<file path="src/mtq_pkg.sv">
// shared types and constants for the matrix to quaternion converter
package mtq_pkg;

  localparam int unsigned DW   = 32;          // data width
  localparam int unsigned FB   = DW - 2;      // fraction bits
  localparam int unsigned AW   = DW + 2;      // root argument width
  localparam int unsigned RADW = AW + FB;     // radicand width
  localparam int unsigned SH   = DW - FB + 1; // numerator magnitude bits that go into the low word
  localparam int unsigned NL   = 3;           // divider lanes

  typedef struct packed {
    logic signed [DW-1:0] m00;
    logic signed [DW-1:0] m01;
    logic signed [DW-1:0] m02;
    logic signed [DW-1:0] m10;
    logic signed [DW-1:0] m11;
    logic signed [DW-1:0] m12;
    logic signed [DW-1:0] m20;
    logic signed [DW-1:0] m21;
    logic signed [DW-1:0] m22;
  } in_t;

  typedef struct packed {
    logic signed [DW-1:0] qw;
    logic signed [DW-1:0] qx;
    logic signed [DW-1:0] qy;
    logic signed [DW-1:0] qz;
    logic                 bad_input;
  } out_t;

  // one divider lane: partial remainder, dividend bits still to shift in, quotient
  typedef struct packed {
    logic [DW-1:0] rem;
    logic [DW-1:0] low;
    logic [DW-1:0] quo;
    logic          ovf;
    logic          neg;
  } lane_t;

  typedef struct packed {
    logic                bad;
    logic [1:0]          diag;
    lane_t [NL-1:0]      lanes;
  } side_t;

endpackage

</file>
<file path="src/mtq_div_cell.sv">
// one divider cell: one quotient bit per stage in each of the lanes
module mtq_div_cell (
  input  logic                   clk_i,
  input  logic                   rst_ni,
  input  logic                   en_i,
  input  logic                   valid_i,
  input  logic [mtq_pkg::DW-1:0] root_i,
  input  mtq_pkg::side_t         side_i,
  output logic                   valid_o,
  output logic [mtq_pkg::DW-1:0] root_o,
  output mtq_pkg::side_t         side_o
);
  import mtq_pkg::*;

  logic          valid_q;
  logic [DW-1:0] root_q;
  side_t         side_q, side_d;
  logic [DW:0]   sh;

  always_comb begin
    side_d = side_i;
    for (int l = 0; l < NL; l++) begin
      sh = {side_i.lanes[l].rem, side_i.lanes[l].low[DW-1]};
      // a remainder at or above the divisor means the quotient does not fit
      side_d.lanes[l].ovf = side_i.lanes[l].ovf | (side_i.lanes[l].rem >= root_i);
      side_d.lanes[l].low = {side_i.lanes[l].low[DW-2:0], 1'b0};
      if (sh >= {1'b0, root_i}) begin
        side_d.lanes[l].rem = DW'(sh - {1'b0, root_i});
        side_d.lanes[l].quo = {side_i.lanes[l].quo[DW-2:0], 1'b1};
      end else begin
        side_d.lanes[l].rem = sh[DW-1:0];
        side_d.lanes[l].quo = {side_i.lanes[l].quo[DW-2:0], 1'b0};
      end
    end
  end

  always_ff @(posedge clk_i or negedge rst_ni) begin
    if (!rst_ni) begin
      valid_q <= 1'b0;
    end else if (en_i) begin
      valid_q <= valid_i;
    end
  end

  always_ff @(posedge clk_i) begin
    if (en_i) begin
      root_q <= root_i;
      side_q <= side_d;
    end
  end

  assign valid_o = valid_q;
  assign root_o  = root_q;
  assign side_o  = side_q;

endmodule

</file>
<file path="config.mk">
export PLATFORM = sky130hd
export DESIGN_NAME = mtq_div_cell
export DESIGN_NICKNAME = d
export VERILOG_FILES = /design/src/mtq_pkg.sv /design/src/mtq_div_cell.sv
export SDC_FILE = /design/constraint.sdc
export NUM_CORES = 1
export LEC_CHECK = 0
export BUFFER_PORTS_ARGS = -buffer_cell sky130_fd_sc_hd__buf_2
export CORE_AREA = 2 2 260 262
export CTS_BUF_LIST = sky130_fd_sc_hd__clkbuf_8
export CTS_CLUSTER_SIZE = 14
export DETAILED_ROUTE_END_ITERATION = 8
export DIE_AREA = 0 0 262 264
export HOLD_SLACK_MARGIN = 0.15
export SLEW_MARGIN = 20
export SYNTH_ARGS = -nofsm -noshare
export SYNTH_HDL_FRONTEND = slang
export SYNTH_SLANG_ARGS = --single-unit
export TNS_END_PERCENT = 20
</file>
<file path="constraint.sdc">
create_clock -name clk_i -period 0.8 [get_ports clk_i]
set_clock_uncertainty 0.05 [all_clocks]
set_input_delay 0.04 -clock clk_i [delete_from_list [all_inputs] [get_ports clk_i]]
set_output_delay 0.04 -clock clk_i [all_outputs]
set_load 0.005 [all_outputs]
</file>
==> metrics.txt <==
critical path endpoint category flip-flop; Synth area leaders edfxtp_1 (54%), ha_1 (13%), a21o_1 (3.2%); die width between 200 and 300 um; routed wire length 101000 um; Final #Nets roughly 3600; Synth async-reset ratio less than 1%; CTS tree yes; status complete, but fails checks; clk sink count ~330; pwr/cell area between 1500 and 2000 mW/mm^2; I/O pin count roughly 660; flops & latches, synth approximately 330; met3 Use GR between 4 and 5%; WL per Instance approximately 25 um; Final WS setup -1.54 ns; CP max stage delay approximately 0.36 ns; hold slack -0.510 ns; post-synthesis sequential area ratio 54.0%; most frequently used flop master after synthesis edfxtp_1; pin count of the biggest net entering global routing 26; number of nets with antenna violations after routing 0; final hold violation count 22; initial DRC count 1532; violated checks hold timing, setup timing; fillers slightly below 6000; CP required between 1 and 1.5 ns; Final Max Tran Viols 0; global route hottest layer met2; final core utilization 51.6%; Synth Cell Area approximately 0.018 mm^2; grt total ovfl 0; Synth cell types 80; EDFF count, synth about 330; H-tree level count 2; Largest delay share family, worst path compound AO/OA/AOI/OAI gates; RSZ-0062 raised after global routing yes; critical path, cell by cell buf_8 -> clkinvlp_4 -> buf_12 -> buf_8 -> ha_4 -> nand4_1 -> or3_4 -> a31oi_4 -> or2_4 -> a21oi_2 -> o31a_1 -> a21o_4 -> inv_8 -> mux2_4; fmax 0.428 GHz; Total Routing Usage GR a little over a quarter; Max VDD drop ~1.1 mV; worst-case clock buffer depth 3; final setup vio count 562; DRC Markers 0; vias per std cell between 4 and 5; met1 Use GR a little under a third; minimum clock period ~2.3 ns; initial antenna violation count 7; WS Path Type input port to flip-flop; Std-Cell Rows 95; Crit path buffers/inverters 5; static leakage between 15 and 20 nW; CP max stage cell or3_4; CTS clk-pin slew, worst paths approximately 0.06 ns; cell taking the most area after synthesis edfxtp_1; gpl congestion 0.953; top cell type's share of synthesized area between 50% and 60%; # Max-Cap Violations 0; Tcrit/Tclk final 292%; Max FO, Critical Path 6; TritonRoute pass-1 iters 5; Synth Instances between 1000 and 1500; vias in the first global route ~20000; Die Area just under 0.07 mm^2; global-route wire length before repair about 140000 um; Initial Util 27.3%; syn avg cell area ~12 um^2; Syn-to-layout area delta 88.9%; clk_lat worst skew roughly 0.70 ns; core area about 0.067 mm^2; Root Driver clkbuf_8; most used cell, CP buf_8; Die H 264 um; met2 Use GR between 40% and 50%; Hold Path Class input port to flip-flop; critical path startpoint category input port; Arr. time, crit path 2.70 ns; layout cells sized above 1 53.0%; vias approximately 19000; Final HPWL DP between 70000 and 80000 um; cts bufs inserted 60; total of warnings raised by yosys 0; IO buf count 656
## state kept, by name, summed over array words and instances, names as in the netlist
register  cells
valid_o       1
root_o       32
side_o      294
## cells by family after synthesis
| family | after synthesis | synth area share [%] |
|---|---|---|
| xor+xnor | 82 | 3.95 |
| flops | 327 | 54.0 |
| buf+inv | 96 | 2.39 |
| mux | 31 | 2.29 |
| other cells | 1 | 0.0206 |
| simple gates | 324 | 8.68 |
| fa+ha+maj | 195 | 13.5 |
| compound gates | 422 | 15.1 |
## path summary, 6_finish.rpt
check	from	end	slack [ns]	depth (start not counted)
max	root_i[13]	side_o[79]	-1.54	14
min	root_i[24]	root_o[24]	-0.51	1
max reg2reg	valid_o	valid_o	0	1
min reg2reg	valid_o	valid_o	0.48	1
max in group asynchronous	rst_ni	valid_o	0.42	3
min in group asynchronous	rst_ni	valid_o	0.18	3
## Yosys cell counts, types with 5 or more instances
library cell,instances
clkbuf_1,23
xor2_1,37
buf_4,5
a211o_1,5
ha_1,192
a21o_1,78
o31a_1,6
o21ai_0,110
nor2_1,50
nand2_1,123
o21bai_1,10
and3_1,8
nand4_1,32
xnor2_1,45
o21ai_1,12
o21a_1,17
mux2_2,6
nand2b_1,25
nor2b_1,22
o31ai_1,12
edfxtp_1,326
a21oi_1,101
a31oi_1,11
a211oi_1,13
nand3_1,21
inv_1,59
nor3_1,16
mux2_4,19
## final cells by class
cell class              count  area [um^2]  share of cell area (%)
clock buffers              65          895                    2.60
flip-flops and latches    327         9810                    28.6
repair buffers           1595        12100                    35.3
well taps                 873         1090                    3.18
multi-input cells        1057         9740                    28.4
clock inverters            45          377                    1.10
diodes                      6         15.0                  0.0437
inverters                  60          298                   0.867
## cells in the final DEF (no fill, tap or decap), types with 12 or more instances in the layout
cell type,instances
ha_4,47
nand3_1,17
nand2b_1,22
nor2b_1,19
clkbuf_8,65
a21oi_2,26
nor2_1,47
o21ai_1,32
buf_12,27
mux2_4,26
nand2_2,22
edfxtp_1,326
buf_2,617
buf_8,20
inv_1,50
buf_6,57
a21oi_1,71
nand2_4,19
o21ai_0,44
xor2_1,35
ha_1,139
xnor2_1,43
dlygate4sd3_1,336
nor3_1,12
nand4_1,32
buf_4,530
o21ai_2,38
a21o_1,77
o21a_1,16
nand2_1,82
## power breakdown
group	internal (mW)	leakage, nW	switching, mW
logic	9.98	11.6	9.24
clock network	9.48	0.710	8.04
registers	21.1	3.20	1.05
total	40.6	15.5	18.3
## timing repair
item,4_1_cts,5_1_grt
pin swaps,68,140
setup buffers,54,31
resized for setup,201,350
hold buffers,330,8
endpoints found under the setup margin,429,511
endpoints found under the hold margin,653,262
gates cloned,5,4
## layer usage
layer,vias up,share of wire (%)
li1,8916,-
met1,9544,39
met2,806,48
met3,218,6.1
met4,6,6.6
met5,-,0.042
## through the flow
stage	std cells	TNS (ns)	total power, mW	area, um^2	worst slack [ns]
after CTS	3987	-329.17	57.2	32600	-1.51
final	4028	-316.40	58.9	34300	-1.54
after detailed placement	3493	-282.32	36.9	26600	-2.95
after floorplan	1480	-189.96	27.7	18300	-2.07
after global placement	3493	-283.45	36.9	26600	-2.98
after global routing	4025	-334.81	61.3	34300	-1.58
No activity file was read; power rests on OpenSTA's default activity.
