<file path="config.mk">
export PLATFORM = sky130hd
export DESIGN_NAME = mtq_sqrt_cell
export DESIGN_NICKNAME = d
export VERILOG_FILES = /design/src/mtq_pkg.sv /design/src/mtq_sqrt_cell.sv
export SDC_FILE = /design/constraint.sdc
export NUM_CORES = 1
export LEC_CHECK = 0
export ABC_CLOCK_PERIOD_IN_PS = 1000
export BUFFER_PORTS_ARGS = -buffer_cell sky130_fd_sc_hd__buf_4
export CAP_MARGIN = 25
export CORE_AREA = 2 2 334 336
export DETAILED_ROUTE_END_ITERATION = 12
export DIE_AREA = 0 0 336 338
export SYNTH_ARGS = -nofsm -noshare
export SYNTH_HDL_FRONTEND = slang
export SYNTH_SLANG_ARGS = --single-unit
</file>
<file path="constraint.sdc">
create_clock -name clk_i -period 1 [get_ports clk_i]
set_clock_uncertainty 0.05 [all_clocks]
set_input_delay 0.15 -clock clk_i [delete_from_list [all_inputs] [get_ports clk_i]]
set_output_delay 0.15 -clock clk_i [all_outputs]
set_load 0.005 [all_outputs]
</file>
<file path="src/mtq_pkg.sv">
// shared types and constants for the matrix to quaternion converter
package mtq_pkg;

  localparam int unsigned DW   = 32;          // data width
  localparam int unsigned FB   = DW - 2;      // fraction bits
  localparam int unsigned AW   = DW + 2;      // root argument width
  localparam int unsigned RADW = AW + FB;     // radicand width
  localparam int unsigned SH   = DW - FB + 1; // numerator magnitude bits that go into the low word
  localparam int unsigned NL   = 3;           // divider lanes

  typedef struct packed {
    logic signed [DW-1:0] m00;
    logic signed [DW-1:0] m01;
    logic signed [DW-1:0] m02;
    logic signed [DW-1:0] m10;
    logic signed [DW-1:0] m11;
    logic signed [DW-1:0] m12;
    logic signed [DW-1:0] m20;
    logic signed [DW-1:0] m21;
    logic signed [DW-1:0] m22;
  } in_t;

  typedef struct packed {
    logic signed [DW-1:0] qw;
    logic signed [DW-1:0] qx;
    logic signed [DW-1:0] qy;
    logic signed [DW-1:0] qz;
    logic                 bad_input;
  } out_t;

  // one divider lane: partial remainder, dividend bits still to shift in, quotient
  typedef struct packed {
    logic [DW-1:0] rem;
    logic [DW-1:0] low;
    logic [DW-1:0] quo;
    logic          ovf;
    logic          neg;
  } lane_t;

  typedef struct packed {
    logic                bad;
    logic [1:0]          diag;
    lane_t [NL-1:0]      lanes;
  } side_t;

endpackage

</file>
<file path="src/mtq_sqrt_cell.sv">
// one square root cell: settles one root bit per stage
module mtq_sqrt_cell (
  input  logic                     clk_i,
  input  logic                     rst_ni,
  input  logic                     en_i,
  input  logic                     valid_i,
  input  logic [mtq_pkg::RADW-1:0] rad_i,
  input  logic [mtq_pkg::DW:0]     rem_i,
  input  logic [mtq_pkg::DW-1:0]   root_i,
  input  mtq_pkg::side_t           side_i,
  output logic                     valid_o,
  output logic [mtq_pkg::RADW-1:0] rad_o,
  output logic [mtq_pkg::DW:0]     rem_o,
  output logic [mtq_pkg::DW-1:0]   root_o,
  output mtq_pkg::side_t           side_o
);
  import mtq_pkg::*;

  logic            valid_q;
  logic [RADW-1:0] rad_q;
  logic [DW:0]     rem_q, rem_d;
  logic [DW-1:0]   root_q, root_d;
  side_t           side_q;
  logic [DW+2:0]   sh, trial;

  always_comb begin
    sh    = {rem_i, rad_i[RADW-1 -: 2]};
    trial = {1'b0, root_i, 2'b01};
    if (sh >= trial) begin
      rem_d  = (DW+1)'(sh - trial);
      root_d = {root_i[DW-2:0], 1'b1};
    end else begin
      rem_d  = sh[DW:0];
      root_d = {root_i[DW-2:0], 1'b0};
    end
  end

  always_ff @(posedge clk_i or negedge rst_ni) begin
    if (!rst_ni) begin
      valid_q <= 1'b0;
    end else if (en_i) begin
      valid_q <= valid_i;
    end
  end

  always_ff @(posedge clk_i) begin
    if (en_i) begin
      rad_q  <= {rad_i[RADW-3:0], 2'b00};
      rem_q  <= rem_d;
      root_q <= root_d;
      side_q <= side_i;
    end
  end

  assign valid_o = valid_q;
  assign rad_o   = rad_q;
  assign rem_o   = rem_q;
  assign root_o  = root_q;
  assign side_o  = side_q;

endmodule

</file>
==> results.yml <==
synth:
  synthArstFlopShare: 0.00235
  synthDistinctLibCells: 49
  avgSynthCellArea_sq_um: 19.1
  synth_edf_count: 424
  synth_cells: 787
  yosys_warnings: 0
  synth-seq-cells: 425
  yosysSeqAreaShare: 0.847
  synthFlopType: "edfxtp_1"
  syn_area_sq_um: 15100
die:
  dieWidth_um: 336
  core_area_sq_um: 110000
  rows: 122
  dieHeight_um: 338
  dieArea_sq_um: 114000
  start_util: 0.137
  pin_count: 857
critical_path:
  rrSetupSlack_ns: 0.19
  crit_path_start_kind: "primary input"
  cp_max_fo: 12
  ff2ff_path_depth: 1
  reg2reg_from: "valid_o$_DFFE_PN0P_"
  path_class: "in -> reg"
  endpoint_kind: "flip-flop"
  worstPathArrival_ns: 2.45
  cp.required_ns: 1.33
  r2r_end: "valid_o$_DFFE_PN0P_"
status:
  status: "complete, but fails checks"
  failed_checks: "setup timing"
final_layout:
  final_common_cell: "buf_4"
  final_util: 0.294
  syn2layout_area_growth_pct: 115
  fillerInstances: 11000
  instances_no_fill: 3835
  layout-drive-gt1-share: 0.513
  final_cell_mix: "749 x buf_4, 429 x dlygate4sd3_1, 424 x edfxtp_1, 274 x buf_6, 51 x clkbuf_16"
  nNetsFinal: 2761
placed_design:
  place_ws_ns: -1.95
  port_buffers: 854
  dp_hpwl_um: 61200
  placed_cells: 3275
  gp_congestion: 0.812
pwr:
  p_sw_frac: 0.254
  p_per_area_nw_per_um2: 1570
  comb_power_share: 0.197
  p_sw_mw: 12.9
  p_total_mw: 51.0
  pwr-share-seq: 0.435
  leakagePower_nw: 13.4
  pwr-share-clk: 0.368
  ir_drop_uv: 1200
  intPower_mw: 38.0
min_path:
  hold_class: "in -> reg"
  holdPathEnd: "rem_o[8]$_DFFE_PP_"
  hold_depth: 4
  holdCritStartpoint: "rem_i[6]"
global_routing:
  grt_pass1_vias: 14000
  antenna_found_initial: 28
  grt_max_degree: 42
  grtUsageTotal: 0.133
  grt_overflow: 0
  grt_first_pass_wirelength_um: 105000
cts:
  cts.sinks: 425
  numCtsBuffers: 50
  cts_tree: "built"
  htree_num_levels: 2
  clk_pin_slew_ns: 0.06
  cts-root-buf: "clkbuf_16"
  insertion_delay_ns: 0.64
  clockBufferDepth: 3
timing:
  max_freq_mhz: 474
  hold_viol_final: 0
  rsz0062_at_grt: "true"
  period_share: 2.11
  fin_crit_ns: 2.11
  worst_slack_ns: -1.11
  setup_viol: 459
  drv_slew: 0
drt:
  antenna_left: 0
  viasPerCell: 3.48
  drc_errors: 0
  post_drt_wl_per_cell_um: 21.2
  vias: 13300
  drt_iter0_markers: 577
  routed_wl_um: 81100
  firstDrtPassIters: 5
run:
  max_cap_violations: 0
## logic make-up (layout without fill, tap and decap cells)
kind of cell	after synthesis	count (layout)	synth area share
adders and majority gates	34	34	0.0283
and+or+nand+nor	103	103	0.0305
buffers and inverters	57	1605	0.0164
other	1	13	0.000249
AOI/OAI and AO/OA	131	131	0.0549
muxes	8	8	0.00598
DFF	425	425	0.847
xor gates and xnor gates	28	28	0.0163
## area by class of cell
cell class	instances	area (sq um)	share of cell area
Inverter	39	171	0.00529
Timing Repair Buffer	1475	13400	0.415
Antenna cell	11	27.5	0.000850
Multi-Input combinational cell	306	2490	0.0768
Clock buffer	55	1270	0.0392
Sequential cell	425	12800	0.394
Clock inverter	36	372	0.0115
Tap cell	1488	1860	0.0575
## cells in the mapped netlist, types with 6 or more instances
cell type,number,area (sq um)
edfxtp_1,424,12700
a21oi_1,56,280
nor2_1,42,158
inv_1,39,146
ha_1,34,425
nand2_1,28,105
o21ai_0,20,100
xnor2_1,19,166
a21o_1,9,67.6
xor2_1,9,78.8
buf_2,8,40.0
mux2_2,8,90.1
nand3_1,8,40.0
o21a_1,8,60.1
nand4_1,6,37.5
o21bai_1,6,45.0
## critical path: stages
cell and delay [ns]:
buf_12 0.10, inv_6 0.03, ha_4 0.26, and4_4 0.25, and3_4 0.21, nand2_4 0.06
a221o_1 0.37, a21oi_2 0.20, a21oi_2 0.11, o21ai_4 0.19, buf_12 0.18, mux2_4 0.30
## how the worst max path moves through the flow
| stage | start | end | slack (ns) | cells after the start |
|---|---|---|---|---|
| floorplan | root_i[6] | rem_o[13]$_DFFE_PP_ | -1.41 | 11 |
| global placement | root_i[8] | rem_o[31]$_DFFE_PP_ | -1.88 | 14 |
| detailed placement | root_i[8] | rem_o[31]$_DFFE_PP_ | -1.95 | 14 |
| CTS | root_i[8] | rem_o[6]$_DFFE_PP_ | -1.01 | 12 |
| global route | root_i[8] | rem_o[6]$_DFFE_PP_ | -1.12 | 12 |
| finish | root_i[8] | rem_o[6]$_DFFE_PP_ | -1.11 | 12 |
## registers in the layout, indices dropped and copies added (netlist names)
signal	count
side_o	297
rad_o	62
rem_o	33
root_o	32
valid_o	1
## metrics by stage
stage          instance area (sq um)  setup TNS, ns  hold WS [ns]
2_1_floorplan                  15300         -45.54        -0.196
3_5_place_dp                   24800         -96.22        -0.121
5_1_grt                        32400        -218.15        0.0207
6_report                       32400        -189.63        0.0476
4_1_cts                        31800        -220.97        -0.288
3_3_place_gp                   24800         -93.09        -0.120
## power groups by stage
stage	Sequential, mW	Combinational, mW	Clock [mW]
after global routing	22.3	10.7	20.1
final	22.1	10.0	18.8
after CTS	22.1	9.75	19.4
after detailed placement	22.3	7.58	0
after floorplan	22.3	1.42	0
after global placement	22.3	7.53	0
## routing by layer
| layer | wire length (um) | part of all wire | track usage |
|---|---|---|---|
| met1 | 31400 | 0.39 | 0.154 |
| met2 | 40500 | 0.50 | 0.229 |
| met3 | 7170 | 0.088 | 0.0499 |
| met4 | 1980 | 0.024 | 0.0343 |
| met5 | 136 | 0.0017 | 0 |
## timing repair
item | CTS | global route
buffers inserted | 20 | 6
endpoints found under the hold margin | 462 | 1
pin swaps | 20 | 20
setup endpoints to repair | 459 | 517
hold buffers | 429 | 1
gates resized for setup | 216 | 134
cloned | 2 | 1
No activity file was read; power rests on OpenSTA's default activity.
