===== config.mk =====
export PLATFORM = sky130hd
export DESIGN_NAME = mtq_front
export DESIGN_NICKNAME = d
export VERILOG_FILES = /design/src/mtq_pkg.sv /design/src/mtq_front.sv
export SDC_FILE = /design/constraint.sdc
export NUM_CORES = 2
export LEC_CHECK = 0
export BUFFER_PORTS_ARGS = -buffer_cell sky130_fd_sc_hd__buf_2
export CORE_AREA = 2 2 253 255
export CTS_CLUSTER_DIAMETER = 80
export DETAILED_ROUTE_END_ITERATION = 8
export DIE_AREA = 0 0 255 257
export PLACE_DENSITY = 0.83
export SYNTH_ARGS = -nofsm -noshare
export SYNTH_HDL_FRONTEND = slang
export SYNTH_SLANG_ARGS = --single-unit

===== constraint.sdc =====
create_clock -name clk_i -period 0.9 [get_ports clk_i]
set_input_delay 0.09 -clock clk_i [delete_from_list [all_inputs] [get_ports clk_i]]
set_output_delay 0.09 -clock clk_i [all_outputs]
set_load 0.005 [all_outputs]

===== src/mtq_pkg.sv =====
// shared types and constants for the matrix to quaternion converter
package mtq_pkg;

  localparam int unsigned DW   = 32;          // data width
  localparam int unsigned FB   = DW - 2;      // fraction bits
  localparam int unsigned AW   = DW + 2;      // root argument width
  localparam int unsigned RADW = AW + FB;     // radicand width
  localparam int unsigned SH   = DW - FB + 1; // numerator magnitude bits that go into the low word
  localparam int unsigned NL   = 3;           // divider lanes

  typedef struct packed {
    logic signed [DW-1:0] m00;
    logic signed [DW-1:0] m01;
    logic signed [DW-1:0] m02;
    logic signed [DW-1:0] m10;
    logic signed [DW-1:0] m11;
    logic signed [DW-1:0] m12;
    logic signed [DW-1:0] m20;
    logic signed [DW-1:0] m21;
    logic signed [DW-1:0] m22;
  } in_t;

  typedef struct packed {
    logic signed [DW-1:0] qw;
    logic signed [DW-1:0] qx;
    logic signed [DW-1:0] qy;
    logic signed [DW-1:0] qz;
    logic                 bad_input;
  } out_t;

  // one divider lane: partial remainder, dividend bits still to shift in, quotient
  typedef struct packed {
    logic [DW-1:0] rem;
    logic [DW-1:0] low;
    logic [DW-1:0] quo;
    logic          ovf;
    logic          neg;
  } lane_t;

  typedef struct packed {
    logic                bad;
    logic [1:0]          diag;
    lane_t [NL-1:0]      lanes;
  } side_t;

endpackage


===== src/mtq_front.sv =====
// input stage: trace, pivot choice, root argument and numerators
module mtq_front (
  input  logic                       clk_i,
  input  logic                       rst_ni,
  input  logic                       en_i,
  input  logic                       valid_i,
  input  mtq_pkg::in_t               data_i,
  output logic                       valid_o,
  output logic [mtq_pkg::RADW-1:0]   rad_o,
  output mtq_pkg::side_t             side_o
);
  import mtq_pkg::*;

  logic                 valid_q;
  logic [RADW-1:0]      rad_q, rad_d;
  side_t                side_q, side_d;

  logic signed [AW-1:0] d0, d1, d2, trace, arg, one;
  logic signed [DW:0]   n [NL];
  logic [DW:0]          mag;
  logic [1:0]           piv;

  function automatic logic signed [DW:0] ext1(input logic signed [DW-1:0] a);
    return {a[DW-1], a};
  endfunction

  always_comb begin
    d0    = {{2{data_i.m00[DW-1]}}, data_i.m00};
    d1    = {{2{data_i.m11[DW-1]}}, data_i.m11};
    d2    = {{2{data_i.m22[DW-1]}}, data_i.m22};
    one   = AW'(1) << FB;
    trace = d0 + d1 + d2;
    piv   = 2'd0;
    if (data_i.m11 > data_i.m00) piv = 2'd1;
    if (piv == 2'd1) begin
      if (data_i.m22 > data_i.m11) piv = 2'd2;
    end else begin
      if (data_i.m22 > data_i.m00) piv = 2'd2;
    end
    side_d     = '0;
    side_d.bad = 1'b0;
    if (trace > 0) begin
      arg         = trace + one;
      side_d.diag = 2'd0;
      n[0] = ext1(data_i.m21) - ext1(data_i.m12);
      n[1] = ext1(data_i.m02) - ext1(data_i.m20);
      n[2] = ext1(data_i.m10) - ext1(data_i.m01);
    end else begin
      unique case (piv)
        2'd1: begin
          arg  = d1 - d2 - d0 + one;
          n[0] = ext1(data_i.m02) - ext1(data_i.m20);
          n[1] = ext1(data_i.m01) + ext1(data_i.m10);
          n[2] = ext1(data_i.m21) + ext1(data_i.m12);
        end
        2'd2: begin
          arg  = d2 - d0 - d1 + one;
          n[0] = ext1(data_i.m10) - ext1(data_i.m01);
          n[1] = ext1(data_i.m02) + ext1(data_i.m20);
          n[2] = ext1(data_i.m12) + ext1(data_i.m21);
        end
        default: begin
          arg  = d0 - d1 - d2 + one;
          n[0] = ext1(data_i.m21) - ext1(data_i.m12);
          n[1] = ext1(data_i.m10) + ext1(data_i.m01);
          n[2] = ext1(data_i.m20) + ext1(data_i.m02);
        end
      endcase
      side_d.diag = piv + 2'd1;
      side_d.bad  = (arg <= 0);
    end
    rad_d = {arg, {FB{1'b0}}};
    for (int l = 0; l < NL; l++) begin
      mag = n[l][DW] ? (DW+1)'(-n[l]) : n[l];
      side_d.lanes[l].neg = n[l][DW];
      // dividend is mag shifted up by FB-1, split into high remainder and low word
      side_d.lanes[l].rem = DW'(mag[DW:SH]);
      side_d.lanes[l].low = {mag[SH-1:0], {(DW-SH){1'b0}}};
      side_d.lanes[l].quo = '0;
      side_d.lanes[l].ovf = 1'b0;
    end
  end

  always_ff @(posedge clk_i or negedge rst_ni) begin
    if (!rst_ni) begin
      valid_q <= 1'b0;
    end else if (en_i) begin
      valid_q <= valid_i;
    end
  end

  always_ff @(posedge clk_i) begin
    if (en_i) begin
      rad_q  <= rad_d;
      side_q <= side_d;
    end
  end

  assign valid_o = valid_q;
  assign rad_o   = rad_q;
  assign side_o  = side_q;

endmodule


==> reports/qor.csv, run 1 <==
metric;value;unit
outcome;did not finish;
failed_stage;global routing;
error_line;[ERROR GRT-0116] Global routing finished with congestion. Check the congestion regions in the DRC Viewer.;
synth_seq_area_share;11.5;%
synth_top_family_by_area;adder cells;
pre_cts_slack;-5860;ps
ys.flop_type;edfxtp_1;
synth_compound_area_share;22.8;%
synthCells;4598;
synth_seq_cells;140;
avgSynthCellArea;7.97;um^2
grt_remaining_overflow;3523;
synth_top_area_cell;ha_1;
dpl-instance-area;51600;um^2
rows;92;
ys_types;110;
synth_edf_count;139;
synthTopCellsByCount;ha_1 (604), inv_1 (415), a21oi_1 (406), nor2_1 (346), nand2_1 (272);
grt_pass1_wl;474;mm
port_buffers;431;
grtUsageTotal;94.6;%
boundaryPins;654;
synth-xor-area-share;8.39;%
cts-root-buf;clkbuf_16;
start_util;58.4;%
synthAdderAreaFrac;28.2;%
grt_pass1_vias;66500;
muxShareOfSynthArea;2.03;%
synthSimpleGateAreaFrac;16.2;%
dp_hpwl;143;mm
grt_max_degree;45;
synth_area_leaders;ha_1 (21%), edfxtp_1 (11%), fa_1 (7.5%);
synth_area;36600;um^2
cts_buffer_depth;2;
die_width;255;um
synth-async-reset-ratio;0.714;%
htree_levels;4;
synth_top_area_share;20.6;%
place_congestion;1.17;
yosys_warnings;0;
cts_made_buffers;17;
cts.sinks;140;
die_h;257;um
synth_most_common_cell;ha_1;
## logic make-up after synthesis
group,after synthesis
AOI/OAI and AO/OA,1282
xor gates and xnor gates,351
adders and majority gates,742
buffers and inverters,814
DFF,140
muxes,71
other,1
and+or+nand+nor,1197
## routing by layer
metal  track usage (%)  GRT overflow
met1              87.6           113
met2               113          2485
met3              82.0           105
met4               100           813
met5              66.5             7
## what timing repair did
| item | in CTS |
|---|---|
| pin swaps | 103 |
| gates cloned | 10 |
| hold endpoints to repair | 4 |
| endpoints found under the setup margin | 278 |
| setup buffers | 72 |
| resized for setup | 382 |
| hold buffers | 4 |
## per-stage QoR
| step | setup TNS (ps) | utilization [%] | cells |
|---|---|---|---|
| floorplan | -658070 | - | 4819 |
| global placement | -705050 | 82.3 | 7400 |
| detailed placement | -743350 | 82.3 | 7400 |
| CTS | -659620 | 87.3 | 7510 |
==> run 2: changes to the inputs <==
- CORE_AREA: 2 2 253 255 -> default
- CORE_UTILIZATION: default -> 40
- CTS_CLUSTER_DIAMETER: 80 -> default
- DIE_AREA: 0 0 255 257 -> default
- PLACE_DENSITY: 0.83 -> default
- PLACE_DENSITY_LB_ADDON: default -> 0.15
==> run 2 against run 1 <==
The flow now finishes, with violations (negative setup slack). Area after synthesis did not move. Synthesized cell count did not move.
==> reports/qor.csv, run 2 <==
metric;value;unit;change
outcome;complete, but fails checks;;
violations;negative setup slack;;
seqPwrFrac;13.3;%;
synth_top_family_by_area;adder cells;;
synth_compound_area_share;22.8;%;unchanged
avgSynthCellArea;7.97;um^2;unchanged
synth_area_leaders;ha_1 (21%), edfxtp_1 (11%), fa_1 (7.5%);;
clk_pin_slew_worst_paths;80;ps;
start_util;40.5;%;-18 points
synth_top_area_share;20.6;%;unchanged
drv_slew;0;;
synthAdderAreaFrac;28.2;%;unchanged
leakage;28.6;nW;
grtUsageTotal;34.1;%;
p_int;56.1;mW;
synth_top_area_cell;ha_1;;
ys_types;110;;unchanged
finalWirelength;162;mm;
hold_class;input port to register;;
grt_pass1_wl;243;mm;
synth-xor-area-share;8.39;%;unchanged
htree_levels;4;;unchanged
setup_viol;278;;
timing.fmax;185;MHz;
synth_edf_count;139;;unchanged
drc;0;;
start_kind;input port;;
hold_depth;2;;
synthCells;4598;;unchanged
cellPowerDensity;1820;nW/um^2;
avgViaCountPerCell;5.25;;
first_pass_iters;6;;
hold_violations;0;;
crit_type;input port to register;;
p_switching;47.7;mW;
rr_worst_depth;1;;
grt_pass1_vias;41900;;
synth_seq_cells;140;;unchanged
antenna_found_initial;17;;
rows;110;;+20%
max_stage_delay;570;ps;
grt_setup_unrepaired;yes;;
grt_max_degree;39;;
p_clk_share;7.3;%;
clk_latency;490;ps;
grt_remaining_overflow;0;;
cts-root-buf;clkbuf_16;;
cts_buffer_depth;2;;unchanged
crit_fanout;6;;
muxShareOfSynthArea;2.03;%;unchanged
comb_power_share;79.4;%;
synth_most_common_cell;ha_1;;
area_growth;55.6;%;
place_congestion;1.01;;-13%
cp.required;1140;ps;
vdd_drop_max;2090;uV;
largest_reg_flops;105;;
dp_hpwl;136;mm;-5.1%
pre_cts_slack;-5630;ps;+230 ps
cp-end-kind;register;;
rr_startpoint;valid_o;;
wl_per_cell;20.3;um;
synth-async-reset-ratio;0.714;%;unchanged
ant_nets;0;;
slew_headroom;33.5;%;
most-common-layout-cells;buf_4 (1804), ha_1 (584), buf_2 (423);;
synth_area;36600;um^2;unchanged
p_sw_share;46.0;%;
max-cap-violations;0;;
tightest_slew;987;ps;
crit_arrival;5640;ps;
worstHoldEndpoint;side_o[78];;
r2r_end;valid_o;;
finalSetupTns;-619280;ps;
boundaryPins;654;;unchanged
hold_start;en_i;;
port_buffers;431;;unchanged
die_width;305;um;+19%
synth_seq_area_share;11.5;%;unchanged
crit_path_frequent_cell;buf_6;;
core-area;90400;um^2;
drive_gt1_share;40.9;%;
num_vias;41900;;
synthTopCellsByCount;ha_1 (604), inv_1 (415), a21oi_1 (406), nor2_1 (346), nand2_1 (272);;
worst_slack;-4500;ps;
min_period;5400;ps;
yosys_warnings;0;;unchanged
dr.first_iter.drc_count;2730;;
cts.sinks;140;;unchanged
cp_slowest_cell;fa_1;;
final_common_cell;buf_4;;
die_h;305;um;+19%
cts_tree;built;;
ys.flop_type;edfxtp_1;;
cts_made_buffers;17;;unchanged
ff2ff_setup_slack;160;ps;
min_period_over_period;600;%;
synthSimpleGateAreaFrac;16.2;%;unchanged
fin_worst_skew;0;ps;
finalNetCount;7823;;
dieArea;92800;um^2;
## run 2: cell counts after synthesis
Identical to the previous run, type by type.
## run 2: worst max-delay path by stage
stage / from / slack [ps] / depth (start not counted) / end
2_1_floorplan: data_i[11] / -5520 / 34 / side_o[287]
3_3_place_gp: data_i[20] / -5400 / 29 / side_o[287]
3_5_place_dp: data_i[20] / -5630 / 26 / side_o[88]
4_1_cts: data_i[14] / -4430 / 31 / side_o[88]
5_1_grt: data_i[14] / -4750 / 32 / side_o[291]
6_report: data_i[14] / -4500 / 31 / side_o[88]
## run 2: cell type report
class | count | area, um^2
Inverter | 419 | 1620
Clock buffer | 18 | 429
Antenna cell | 10 | 25.0
Timing Repair inverter | 1 | 8.76
Clock inverter | 14 | 154
Multi-Input combinational cell | 3866 | 31500
Fill cell | 8213 | 33400
Sequential cell | 140 | 4200
Tap cell | 1176 | 1470
Timing Repair Buffer | 2344 | 17600
## run 2: worst max-delay path, delay by kind of cell
kind            cells  cell delay (ps)
fa+ha+maj           3              980
compound gates     10             1820
simple gates        7             1400
buf+inv             9             1020
xor+xnor            2              340
## run 2: cells by family (layout without fill, tap and decap cells)
kind of cell,after synthesis,in the layout
adders and majority gates,742,742
other,1,232
muxes,71,72
DFF,140,140
buffers and inverters,814,2796
AOI/OAI and AO/OA,1282,1282
xor gates and xnor gates,351,351
and+or+nand+nor,1197,1197
## run 2: layer usage
layer | up-vias | track usage (%) | routed length, um
met3 | 381 | 3.44 | 8540
met5 | - | 0 | 38
li1 | 20200 | - | -
met1 | 19800 | 39.5 | 62800
met2 | 1454 | 60.8 | 80000
met4 | 6 | 20.1 | 10800
## run 2: timing repair
action	CTS	global route
endpoints found under the hold margin	4	0
buffers inserted	108	8
gates cloned	18	0
hold buffers	4	0
pin swaps	144	27
setup endpoints to repair	278	278
resized for setup	420	75
## run 2: power by group through the flow
stage | combinational (mW) | sequential, mW | clock (mW)
after floorplan | 35.5 | 12.2 | 0
after detailed placement | 70.3 | 13.7 | 0
after CTS | 79.9 | 13.7 | 7.60
after global placement | 69.7 | 13.9 | 0
after global routing | 87.7 | 13.8 | 7.82
final | 82.4 | 13.8 | 7.57
## run 2: per-stage QoR
stage                     cell area (um^2)  hold WS, ps  utilization, %  total power, mW  cells
after floorplan                      38100         -206               -             47.8   4819
after global placement               52700         -135            58.3             83.6   7816
after detailed placement             52700         -133            58.3             84.0   7816
after CTS                            56500         22.8            62.5              101   7971
after global routing                 57000         41.6            63.0              109   7982
final                                57000         47.9            63.0              104   7988
Note: power is estimated with default switching activity, not from simulation.
